## src/sv/dpas_pkg.sv

```systemverilog
// ============================================================================
// dpas_pkg - shared types and constants for the data-processing ALU/shifter
// Opcode and shift-type codes, data and field widths, flag struct.
// ============================================================================
package dpas_pkg;

  localparam int unsigned REG_COUNT = 16;
  localparam int unsigned INSN_W    = 32;
  localparam int unsigned DATA_W    = 32;
  localparam int unsigned RIDX_W    = 4;   // width of Rn/Rd/Rm/Rs fields
  localparam int unsigned SHAMT_W   = 5;

  // immediate rotate is twice the 4-bit field
  localparam int unsigned ROT_SCALE = 2;

  typedef enum logic [3:0] {
    OP_AND = 4'd0,
    OP_EOR = 4'd1,
    OP_SUB = 4'd2,
    OP_RSB = 4'd3,
    OP_ADD = 4'd4,
    OP_TST = 4'd8,
    OP_TEQ = 4'd9,
    OP_CMP = 4'd10,
    OP_ORR = 4'd12,
    OP_MOV = 4'd13
  } alu_op_e;

  typedef enum logic [1:0] {
    SH_LSL = 2'd0,
    SH_LSR = 2'd1,
    SH_ASR = 2'd2,
    SH_ROR = 2'd3
  } shift_e;

  typedef struct packed {
    logic n;
    logic z;
    logic c;
  } flags_t;

endpackage

```

## src/sv/data_processing_alu_shifter_core.sv

```systemverilog
// ============================================================================
// data_processing_alu_shifter_core - data-processing execute stage
// Executes one data-processing instruction per transfer against a 16-entry
// register file (synchronous RAM) and N/Z/C flags.
// ============================================================================
// Usage:
//   Input channel : instruction_word_i with in_valid_i / in_stall_o.
//   Output channel: result fields with out_valid_o / out_stall_i.
//   A transfer happens at a rising edge with valid high and stall low.
// Pipeline: the input transfer edge reads Rn, Rm and Rs from the register
//   RAM into the operand registers. The execute stage then forwards the
//   most recent write-back, shifts operand 2, runs the ALU, writes Rd back
//   and loads the output register, which drives the result fields.
// Throughput: one instruction per cycle, back to back while the output is
//   not stalled; the read of a younger instruction overlaps the write-back
//   of the older one and the write-back register forwards the value.
// Register file: two RAM copies with identical writes; copy A serves the
//   Rn and Rm reads, copy B the Rs read. Per-entry valid bits make a
//   never-written register read as zero, so reset needs no clearing pass.
// Reset: flags, valid bits and pipeline valids clear at once; the block
//   accepts an instruction in the first cycle after reset.
// Stall: when the output is stalled with a result waiting, the execute
//   stage holds its instruction and the input stalls only once that stage
//   is full too; no register write happens while the stage holds.
// ============================================================================
module data_processing_alu_shifter_core
  import dpas_pkg::*;
#(
  parameter int unsigned RegCount = REG_COUNT
) (
  input  logic              clk_i,
  input  logic              rst_ni,
  // input channel
  input  logic              in_valid_i,
  output logic              in_stall_o,
  input  logic [INSN_W-1:0] instruction_word_i,
  // output channel
  output logic              out_valid_o,
  input  logic              out_stall_i,
  output logic [DATA_W-1:0] result_value_o,
  output logic [RIDX_W-1:0] dest_index_o,
  output logic              dest_written_o,
  output logic              flag_negative_o,
  output logic              flag_zero_o,
  output logic              flag_carry_o,
  output logic              illegal_opcode_o
);

  localparam int unsigned IdxW = $clog2(RegCount);

  // --------------------------------------------------------------------------
  // Handshake
  // --------------------------------------------------------------------------
  logic ex_valid_q;
  logic out_valid_q;
  logic ex_adv;     // execute stage moves into the output register
  logic in_xfer;

  assign ex_adv     = ex_valid_q && (!out_valid_q || !out_stall_i);
  assign in_stall_o = ex_valid_q && !ex_adv;
  assign in_xfer    = in_valid_i && !in_stall_o;

  // --------------------------------------------------------------------------
  // Register file RAM, read on input transfer
  // --------------------------------------------------------------------------
  logic [DATA_W-1:0] mem_a [RegCount];
  logic [DATA_W-1:0] mem_b [RegCount];
  logic [RegCount-1:0] reg_vld_q;

  logic [IdxW-1:0] rd_rn_addr, rd_rm_addr, rd_rs_addr;
  assign rd_rn_addr = instruction_word_i[16 +: IdxW];
  assign rd_rm_addr = instruction_word_i[0  +: IdxW];
  assign rd_rs_addr = instruction_word_i[8  +: IdxW];

  logic [DATA_W-1:0] rn_data_q, rm_data_q, rs_data_q;
  logic              rn_vld_q, rm_vld_q, rs_vld_q;
  logic [INSN_W-1:0] insn_q;

  logic              wr_en;
  logic [IdxW-1:0]   wr_addr;
  logic [DATA_W-1:0] wr_data;

  always_ff @(posedge clk_i) begin
    if (in_xfer) begin
      rn_data_q <= mem_a[rd_rn_addr];
      rm_data_q <= mem_a[rd_rm_addr];
      rs_data_q <= mem_b[rd_rs_addr];
      insn_q    <= instruction_word_i;
    end
    if (wr_en) begin
      mem_a[wr_addr] <= wr_data;
      mem_b[wr_addr] <= wr_data;
    end
  end

  // last write-back, forwarded over the read-before-write RAM
  logic              fwd_vld_q;
  logic [IdxW-1:0]   fwd_addr_q;
  logic [DATA_W-1:0] fwd_data_q;

  always_ff @(posedge clk_i or negedge rst_ni) begin
    if (!rst_ni) begin
      reg_vld_q <= '0;
      rn_vld_q  <= 1'b0;
      rm_vld_q  <= 1'b0;
      rs_vld_q  <= 1'b0;
      fwd_vld_q <= 1'b0;
    end else begin
      if (in_xfer) begin
        rn_vld_q <= reg_vld_q[rd_rn_addr];
        rm_vld_q <= reg_vld_q[rd_rm_addr];
        rs_vld_q <= reg_vld_q[rd_rs_addr];
      end
      if (wr_en) begin
        reg_vld_q[wr_addr] <= 1'b1;
        fwd_vld_q          <= 1'b1;
      end
    end
  end

  always_ff @(posedge clk_i) begin
    if (wr_en) begin
      fwd_addr_q <= wr_addr;
      fwd_data_q <= wr_data;
    end
  end

  // --------------------------------------------------------------------------
  // Execute stage: decode, operand select with forwarding
  // --------------------------------------------------------------------------
  logic          imm_sel, set_flags, shamt_reg;
  alu_op_e       opcode;
  shift_e        sh_type;
  logic [IdxW-1:0] rn_idx, rm_idx, rs_idx, rd_idx;
  logic [7:0]    imm8;
  logic [3:0]    rot4;

  assign imm_sel   = insn_q[25];
  assign opcode    = alu_op_e'(insn_q[24:21]);
  assign set_flags = insn_q[20];
  assign rn_idx    = insn_q[16 +: IdxW];
  assign rd_idx    = insn_q[12 +: IdxW];
  assign rs_idx    = insn_q[8 +: IdxW];
  assign rm_idx    = insn_q[0 +: IdxW];
  assign shamt_reg = insn_q[4];
  assign sh_type   = shift_e'(insn_q[6:5]);
  assign imm8      = insn_q[7:0];
  assign rot4      = insn_q[11:8];

  logic [DATA_W-1:0] rn_val, rm_val, rs_val;

  always_comb begin
    rn_val = rn_vld_q ? rn_data_q : '0;
    rm_val = rm_vld_q ? rm_data_q : '0;
    rs_val = rs_vld_q ? rs_data_q : '0;
    if (fwd_vld_q && fwd_addr_q == rn_idx) rn_val = fwd_data_q;
    if (fwd_vld_q && fwd_addr_q == rm_idx) rm_val = fwd_data_q;
    if (fwd_vld_q && fwd_addr_q == rs_idx) rs_val = fwd_data_q;
  end

  // --------------------------------------------------------------------------
  // Operand 2 shifter
  // --------------------------------------------------------------------------
  logic [SHAMT_W-1:0]  shamt, imm_rot;
  logic [2*DATA_W-1:0] rot_pair, imm_pair;
  logic [DATA_W-1:0]   op2;
  logic                sh_carry;

  assign shamt   = shamt_reg ? rs_val[SHAMT_W-1:0] : insn_q[11:7];
  assign imm_rot = SHAMT_W'(ROT_SCALE * rot4);
  assign imm_pair = {{(DATA_W-8){1'b0}}, imm8, {(DATA_W-8){1'b0}}, imm8} >> imm_rot;
  assign rot_pair = {rm_val, rm_val} >> shamt;

  always_comb begin
    op2      = rm_val;
    sh_carry = 1'b0;
    if (imm_sel) begin
      op2 = imm_pair[DATA_W-1:0];
    end else if (shamt != '0) begin
      case (sh_type)
        SH_LSL: begin
          op2      = rm_val << shamt;
          sh_carry = rm_val[SHAMT_W'(0) - shamt];
        end
        SH_LSR: begin
          op2      = rm_val >> shamt;
          sh_carry = rm_val[shamt - SHAMT_W'(1)];
        end
        SH_ASR: begin
          op2      = $unsigned($signed(rm_val) >>> shamt);
          sh_carry = rm_val[shamt - SHAMT_W'(1)];
        end
        default: begin
          op2      = rot_pair[DATA_W-1:0];
          sh_carry = rm_val[shamt - SHAMT_W'(1)];
        end
      endcase
    end
  end

  // --------------------------------------------------------------------------
  // ALU: one shared 33-bit adder for ADD / SUB / CMP / RSB
  // --------------------------------------------------------------------------
  logic [DATA_W-1:0] add_x, add_y;
  logic              add_sub;
  logic [DATA_W:0]   add_sum;

  always_comb begin
    add_x   = rn_val;
    add_y   = op2;
    add_sub = 1'b1;
    case (opcode)
      OP_RSB: begin
        add_x = op2;
        add_y = rn_val;
      end
      OP_ADD: add_sub = 1'b0;
      default: ;
    endcase
  end

  // carry out of x + ~y + 1 is "no borrow", i.e. x >= y
  assign add_sum = {1'b0, add_x} + {1'b0, add_sub ? ~add_y : add_y}
                 + {{DATA_W{1'b0}}, add_sub};

  logic [DATA_W-1:0] alu_res;
  logic              alu_carry, legal, do_write;

  always_comb begin
    alu_res   = '0;
    alu_carry = sh_carry;
    legal     = 1'b1;
    do_write  = 1'b1;
    unique case (opcode)
      OP_AND, OP_TST: alu_res = rn_val & op2;
      OP_EOR, OP_TEQ: alu_res = rn_val ^ op2;
      OP_ORR:         alu_res = rn_val | op2;
      OP_MOV:         alu_res = op2;
      OP_SUB, OP_CMP, OP_RSB, OP_ADD: begin
        alu_res   = add_sum[DATA_W-1:0];
        alu_carry = add_sum[DATA_W];
      end
      default: legal = 1'b0;
    endcase
    case (opcode)
      OP_TST, OP_TEQ, OP_CMP: do_write = 1'b0;
      default: ;
    endcase
    if (!legal) do_write = 1'b0;
  end

  assign wr_en   = ex_adv && do_write;
  assign wr_addr = rd_idx;
  assign wr_data = alu_res;

  // --------------------------------------------------------------------------
  // Flags and output register
  // --------------------------------------------------------------------------
  flags_t flags_q, flags_d;

  always_comb begin
    flags_d = flags_q;
    if (legal && set_flags) begin
      flags_d.n = alu_res[DATA_W-1];
      flags_d.z = (alu_res == '0);
      flags_d.c = alu_carry;
    end
  end

  always_ff @(posedge clk_i or negedge rst_ni) begin
    if (!rst_ni) begin
      ex_valid_q  <= 1'b0;
      out_valid_q <= 1'b0;
      flags_q     <= '0;
    end else begin
      if (in_xfer) begin
        ex_valid_q <= 1'b1;
      end else if (ex_adv) begin
        ex_valid_q <= 1'b0;
      end
      if (ex_adv) begin
        out_valid_q <= 1'b1;
        flags_q     <= flags_d;
      end else if (!out_stall_i) begin
        out_valid_q <= 1'b0;
      end
    end
  end

  logic [DATA_W-1:0] res_q;
  logic [RIDX_W-1:0] dest_q;
  logic              written_q, illegal_q;
  flags_t            oflags_q;

  always_ff @(posedge clk_i) begin
    if (ex_adv) begin
      res_q     <= alu_res;
      dest_q    <= insn_q[15:12];
      written_q <= do_write;
      illegal_q <= !legal;
      oflags_q  <= flags_d;
    end
  end

  assign out_valid_o      = out_valid_q;
  assign result_value_o   = res_q;
  assign dest_index_o     = dest_q;
  assign dest_written_o   = written_q;
  assign flag_negative_o  = oflags_q.n;
  assign flag_zero_o      = oflags_q.z;
  assign flag_carry_o     = oflags_q.c;
  assign illegal_opcode_o = illegal_q;

  // --------------------------------------------------------------------------
  // Assertions
  // --------------------------------------------------------------------------
  a_illegal_no_write: assert property (@(posedge clk_i) disable iff (!rst_ni)
    out_valid_o && illegal_opcode_o |-> !dest_written_o)
    else $error("illegal opcode reported a register write");

  a_wr_only_on_adv: assert property (@(posedge clk_i) disable iff (!rst_ni)
    wr_en |-> ex_valid_q && ex_adv)
    else $error("register write without execute stage retiring");

  a_flags_hold_illegal: assert property (@(posedge clk_i) disable iff (!rst_ni)
    ex_adv && !legal |=> flags_q == $past(flags_q))
    else $error("flags changed on illegal opcode");

  a_flags_hold_idle: assert property (@(posedge clk_i) disable iff (!rst_ni)
    !ex_adv |=> $stable(flags_q))
    else $error("flags changed with no instruction retiring");

  a_out_matches_flags: assert property (@(posedge clk_i) disable iff (!rst_ni)
    ex_adv |=> oflags_q == flags_q)
    else $error("reported flags differ from flag state");

endmodule
```

## config.mk

```make
export PLATFORM = sky130hd
export DESIGN_NAME = data_processing_alu_shifter_core
export DESIGN_NICKNAME = d
export VERILOG_FILES = /design/src/sv/dpas_pkg.sv /design/src/sv/data_processing_alu_shifter_core.sv
export SDC_FILE = /design/constraint.sdc
export NUM_CORES = 1
export LEC_CHECK = 0
export BUFFER_PORTS_ARGS = -buffer_cell sky130_fd_sc_hd__buf_2
export CAP_MARGIN = 10
export CELL_PAD_IN_SITES_DETAIL_PLACEMENT = 1
export CELL_PAD_IN_SITES_GLOBAL_PLACEMENT = 1
export CORE_MARGIN = 2
export CORE_UTILIZATION = 46
export DETAILED_ROUTE_END_ITERATION = 10
export PLACE_DENSITY = 0.77
export SYNTH_ARGS = -nofsm -noshare
export SYNTH_HDL_FRONTEND = slang
export SYNTH_SLANG_ARGS = --single-unit
```

## constraint.sdc

```tcl
create_clock -name clk_i -period 7.95 [get_ports clk_i]
set_input_delay 0 -clock clk_i [delete_from_list [all_inputs] [get_ports clk_i]]
set_output_delay 0 -clock clk_i [all_outputs]
set_load 0.005 [all_outputs]
```

---- Yosys cells after proc, flatten, opt, wreduce, memory -nomap -nowiden ----
Memory sizes are Yosys's and may differ from the RTL's. A register that Yosys moved wholly into a read port is not among the register bits.
Index checks and enable logic that the tools add are counted.
cells by class
  $add $sub $neg .......................... 4
  equal/unequal tests ..................... 15
  mux-type cells .......................... 41
  reduce and logical (&&, ||, !) cells .... 25
  bitwise logic cells ..................... 5
  shifts and indexed selects .............. 5
  magnitude comparators ................... 7
operator list
  operator              count
  $mux W32              9
  $pmux W32 S5          1
  $pmux W32 S3          1
  $shr A64 B5 Y32       1
  $shr A40 B5 Y32       1
  $add A32 B32 Y33      1
  $add A33 B1 Y33       1
  $and A32 B32 Y32      1
  $logic_not A32 Y1     1
  $not A32 Y32          1
  $or A32 B32 Y32       1
  $shl A32 B5 Y32       1
  $shr A32 B5 Y32       1
  $sshr A32 B5 Y32      1
  $xor A32 B32 Y32      1
  $eq A4 B4 Y1 const B  5
  $lt A4 B5 Y1 const B  4
  $mux W1               20
  $or A16 B16 Y16       1
  $mux W5               3
  $bmux W1 S4           3
  $eq A4 B4 Y1          3
  $lt A5 B6 Y1 const B  2
  $bmux W1 S5           2
  22 further kinds      36
storage, ports and cells
  input bits .............................. 36
  register bits after elaboration ......... 128
  RAM bits ................................ 1024
  memories ................................ 2
  output and inout port bits .............. 43
  logic and storage cells ................. 124
memories
  memory  words  width  rd ports  clocked after Yosys merged registers in  write ports  line                                    RTL
  mem_a   16     32     2         2                                        1            data_processing_alu_shifter_core.sv:66  logic [DATA_W-1:0] mem_a [RegCount];
  mem_b   16     32     1         1                                        1            data_processing_alu_shifter_core.sv:67  logic [DATA_W-1:0] mem_b [RegCount];

---- Logic depth before layout (Yosys ltp) ----
  depth in word-level cells ............... 16
  depth in mapped cells ................... 44
  gate-level depth less buffers ........... 35

---- Least setup slack after synthesis ----
OpenSTA, ideal clock, no wires.
  kind .................................... register to register
  start ................................... register insn_q[11]
  end ..................................... register flags_q[1] in the netlist's numbering
  period minus slack after synthesis ...... 8720 ps
  library setup time ...................... 92 ps
  stages on the path, launching flop included .. 41
  data arrival time ....................... 8628 ps
  buffers on the path ..................... 8
  slack ................................... -770 ps
  required time ........................... 7858 ps
  path through ............................ edfxtp_1 -> buf_6 -> xnor2_1 -> nand3_2 -> o32ai_2 -> or2_1 -> buf_4 -> inv_2 -> buf_4 -> buf_2 -> buf_2 -> buf_1 -> ha_1 -> and3_1 -> ha_1 -> clkbuf_1 -> inv_1 -> clkbuf_1 -> (+5 left out) -> xor2_1 -> fa_1 -> a21o_1 -> a21oi_1 -> nor4_1 -> o21ai_0 -> a21oi_1 -> or3_1 -> a41oi_1 -> o21ai_0 -> xor2_1 -> a21oi_1 -> o21ai_0 -> or4b_1 -> nor4_1 -> and4_1 -> nand4b_1 -> o31ai_2
between the ends
  longest elaborated chain between the ends .. 16
  elaborated cells on any way between the ends .. 25
RTL lines
  what                                     line                                     RTL
  start: declaration                       data_processing_alu_shifter_core.sv:77   logic [INSN_W-1:0] insn_q;
  start signal: assignment                 data_processing_alu_shifter_core.sv:88   insn_q <= instruction_word_i;
  $eq A4 B4 Y1                             data_processing_alu_shifter_core.sv:158  if (fwd_vld_q && fwd_addr_q == rs_idx) rs_val = fwd_data_q;
  $logic_and A1 B1 Y1                      data_processing_alu_shifter_core.sv:158
  $mux W5                                  data_processing_alu_shifter_core.sv:158
  $mux W5                                  data_processing_alu_shifter_core.sv:169  assign shamt = shamt_reg ? rs_val[SHAMT_W-1:0] : insn_q[11:7];
  $shr A64 B5 Y32 (tied with other cells)  data_processing_alu_shifter_core.sv:172  assign rot_pair = {rm_val, rm_val} >> shamt;
  $pmux W32 S3                             data_processing_alu_shifter_core.sv:180  case (sh_type)
  $mux W32                                 data_processing_alu_shifter_core.sv:179  end else if (shamt != '0) begin
  $mux W32 (*)                             data_processing_alu_shifter_core.sv:177  if (imm_sel) begin
  $mux W32                                 data_processing_alu_shifter_core.sv:212  case (opcode)
  $not A32 Y32                             data_processing_alu_shifter_core.sv:223  assign add_sum = {1'b0, add_x} + {1'b0, add_sub ? ~add_y : add_y}
  $mux W32                                 data_processing_alu_shifter_core.sv:223
  $add A32 B32 Y33                         data_processing_alu_shifter_core.sv:223
  $add A33 B1 Y33                          data_processing_alu_shifter_core.sv:224  + {{DATA_W{1'b0}}, add_sub};
  $pmux W32 S5 (*)                         data_processing_alu_shifter_core.sv:234  unique case (opcode)
  via alu_res[24]                          data_processing_alu_shifter_core.sv:226  logic [DATA_W-1:0] alu_res;
  $logic_not A32 Y1 (*)                    data_processing_alu_shifter_core.sv:265  flags_d.z = (alu_res == '0);
  $mux W3 (*)                              data_processing_alu_shifter_core.sv:263  if (legal && set_flags) begin
  end signal: assignment                   data_processing_alu_shifter_core.sv:283  flags_q <= flags_d;
  end: declaration                         data_processing_alu_shifter_core.sv:259  flags_t flags_q, flags_d;
Mark *: on every way through the listed nets, which the timed path passes. The rest lies on a longest branch.
A chain may end at the register's enable or synchronous reset.

==> impl_metrics.json <==
{
  "run_status": "complete, but fails checks",
  "violations": "hold timing, setup timing",
  "hold_ws_ps": -11.8,
  "grt_max_degree": 105,
  "fin_crit_sh_pct": 102,
  "yosysTopAreaCell": "edfxtp_1",
  "cts_max_level": 3,
  "fp.dieW_um": 311,
  "synth_compound_area_share_pct": 13.7,
  "cts_sinks": 709,
  "routed_wirelength_um": 229000,
  "synth-simple-area-share_pct": 7.37,
  "crit_arrival_ps": 8650,
  "fin_ws_ps": -169,
  "gp_congestion": 1.04,
  "clkTransAtPathRegs_ps": 80,
  "synth_area_um2": 43300,
  "dp_cells": 4987,
  "grt-ovfl-total": 0,
  "netlist_instances": 3291,
  "numCtsBuffers": 78,
  "grt_use_total_pct": 45.9,
  "drt_iter0_drc": 6314,
  "ant_nets": 0,
  "syn_nets": 3425,
  "synth_xor_area_share_pct": 1.23,
  "synth_edf_count": 684,
  "dpl.hpwl_um": 141000,
  "cpPeakStageDelay_ps": 550,
  "worstHoldPathType": "in2reg",
  "final_cells": 5220,
  "die_h_um": 311,
  "ys_seq_elements": 709,
  "die_area_um2": 96700,
  "fillers": 9152,
  "synth_area_leaders": "edfxtp_1 47%, mux4_2 19%, ha_1 2.8%, mux2i_1 2.4%, o21ai_0 2.1%",
  "power_density_nw_per_um2": 276,
  "avgSynthCellArea_um2": 13.2,
  "final_area_um2": 53700,
  "insertion_delay_ps": 720,
  "slew_headroom_pct": 11.0,
  "vias": 39222,
  "p_leak_uw": 0.0196,
  "max_cap_violations": 0,
  "path_max_fanout": 9,
  "antenna_found_initial": 19,
  "max_freq_ghz": 0.123,
  "setup_viol": 3,
  "tns_ps": -331,
  "grt_first_pass_wirelength_um": 313000,
  "drv_slew": 0,
  "critPathMostFrequentCell": "buf_4",
  "ys_types": 105,
  "critPathLaunchType": "flop",
  "muxShareOfSynthArea_pct": 22.3,
  "yosysSeqAreaShare_pct": 48.8,
  "fin_nets": 4030,
  "fin_util_pct": 57.5,
  "clockBufferDepth": 3,
  "max-vdd-ir-drop_v": 0.000326,
  "synth_fa_ha_area_share_pct": 2.85,
  "core_um2": 93300,
  "pin_count": 79,
  "drc": 0,
  "worstPathRequired_ps": 8480,
  "min_period_ps": 8120,
  "drt_pass1_iterations": 6,
  "crit_type": "reg2reg",
  "synth_common_cells": "684 x edfxtp_1, 367 x mux4_2, 196 x nand2_1",
  "tightest_slew_ps": 1340,
  "place_area_um2": 49400,
  "portBuffers": 72,
  "worst_setup_path_end_kind": "flop",
  "num_rows": 112,
  "cts-root-buf": "clkbuf_16",
  "yosysMostFrequentCell": "edfxtp_1",
  "synth_top_family_by_area": "multiplexers",
  "cts_tree": "done",
  "synth_warnings": 0,
  "drive_gt1_share_pct": 38.9,
  "syn_to_final_growth_pct": 23.9,
  "initial_core_util_pct": 46.4,
  "hold_viol": 1,
  "avgRoutedWirePerCell_um": 43.8,
  "synthFlopType": "edfxtp_1",
  "first_global_vias": 38736,
  "viasPerCell": 7.51,
  "slowest_stage": "edfxtp_1",
  "ys_async_sr_fraction_pct": 3.53,
  "skew_ps": 81.6,
  "synth_top_area_share_pct": 47.4
}
## state kept, by name, indices dropped and copies added (netlist names), 3 cells and up
register and count:
fwd_data_q 32, dest_index_o 4, mem_a 32, reg_vld_q 16
mem_b 480, flags_q 3, insn_q 26, rn_data_q 32
result_value_o 32, rm_data_q 32, rs_data_q 5, fwd_addr_q 4
## timing repair
action | in CTS | in global routing
resized for setup | 79 | 167
hold endpoints to repair | 52 | 0
endpoints found under the setup margin | 42 | 42
gates cloned | 1 | 3
pin swaps | 17 | 70
hold buffers | 22 | 0
setup buffers | 14 | 42
## where the power goes
part / internal, µW / switching (µW)
sequential: 4600 / 170
clock: 1900 / 1770
combinational: 2400 / 4000
total: 8900 / 5940
## layer usage
metal  GRT usage, %  up-vias  part of all wire [%]
li1               -    14625                     -
met1           57.2    19524                    34
met2           69.9     3871                    44
met3           13.5     1186                    13
met4           30.2       16                   8.8
met5          0.296        -                 0.066
## final timing paths
kind | start | to | slack, ps | cells after the start
min in group asynchronous | rst_ni | rs_vld_q | 110 | 2
max reg2reg | fwd_addr_q[1] | flag_zero_o | -170 | 37
max in group asynchronous | rst_ni | reg_vld_q[13] | 7200 | 2
min | instruction_word_i[16] | insn_q[16] | -10 | 1
max | fwd_addr_q[1] | flag_zero_o | -170 | 37
min reg2reg | flags_q[0] | flags_q[0] | 540 | 1
## cell usage in the layout (no fill, tap or decap), types with 15 or more instances in the layout
cell type / netlist / layout
mux2i_1: 104 / 85
a31oi_1: 26 / 23
o22ai_1: 26 / 22
buf_4: 15 / 657
mux2i_2: 1 / 15
inv_1: 92 / 89
buf_2: 51 / 68
a21oi_1: 171 / 152
buf_12: 0 / 25
o21ai_2: 4 / 24
ha_1: 97 / 96
nor2_1: 191 / 173
dfrtp_1: 25 / 25
clkinv_1: 0 / 20
o21ai_0: 179 / 141
mux2_2: 27 / 27
o211ai_1: 118 / 118
nand3_1: 91 / 82
and3_1: 44 / 43
a21o_1: 31 / 31
a221oi_1: 26 / 26
o21ai_1: 25 / 36
clkinv_2: 0 / 15
edfxtp_1: 684 / 684
xor2_1: 22 / 20
nand4_1: 31 / 31
xnor2_1: 39 / 34
a21oi_2: 4 / 22
mux4_2: 367 / 367
clkbuf_16: 0 / 81
nor3_1: 37 / 30
buf_6: 11 / 21
nand2_1: 196 / 188
dlygate4sd3_1: 0 / 22
a22oi_1: 24 / 20
a211oi_1: 25 / 17
or2_2: 20 / 21
o221ai_1: 32 / 20
o2111ai_1: 36 / 33
## metrics by stage
step | setup slack (ps) | power, µW
after floorplan | 16.3 | 7400
after CTS | 14.1 | 14200
after detailed placement | -770 | 10400
after global placement | -834 | 10300
after global routing | -230 | 15000
final | -169 | 14800
## kinds of logic after synthesis
group,Yosys count
buffers and inverters,371
AOI/OAI and AO/OA,873
xor gates and xnor gates,61
and+or+nand+nor,678
DFF,709
muxes,501
adders and majority gates,98
## layout make-up
cell class	count	area, µm²	area share [%]
multi-input cells	2212	21800	40.5
flip-flops and latches	709	21200	39.4
repair buffers	801	6410	11.9
clock buffers	88	1990	3.70
well taps	1254	1570	2.92
clock inverters	51	409	0.762
inverters	94	359	0.669
diodes	11	27.5	0.0513
## critical path, delay by kind of cell (launching register included)
kind                       cells  cell delay, ps
and+or+nand+nor                9            2660
AOI/OAI and AO/OA             14            2440
buffers and inverters          8            1380
DFF                            1             550
xor gates and xnor gates       3             400
adders and majority gates      1             260
muxes                          2             250
Power figures use the tool's default switching activity.
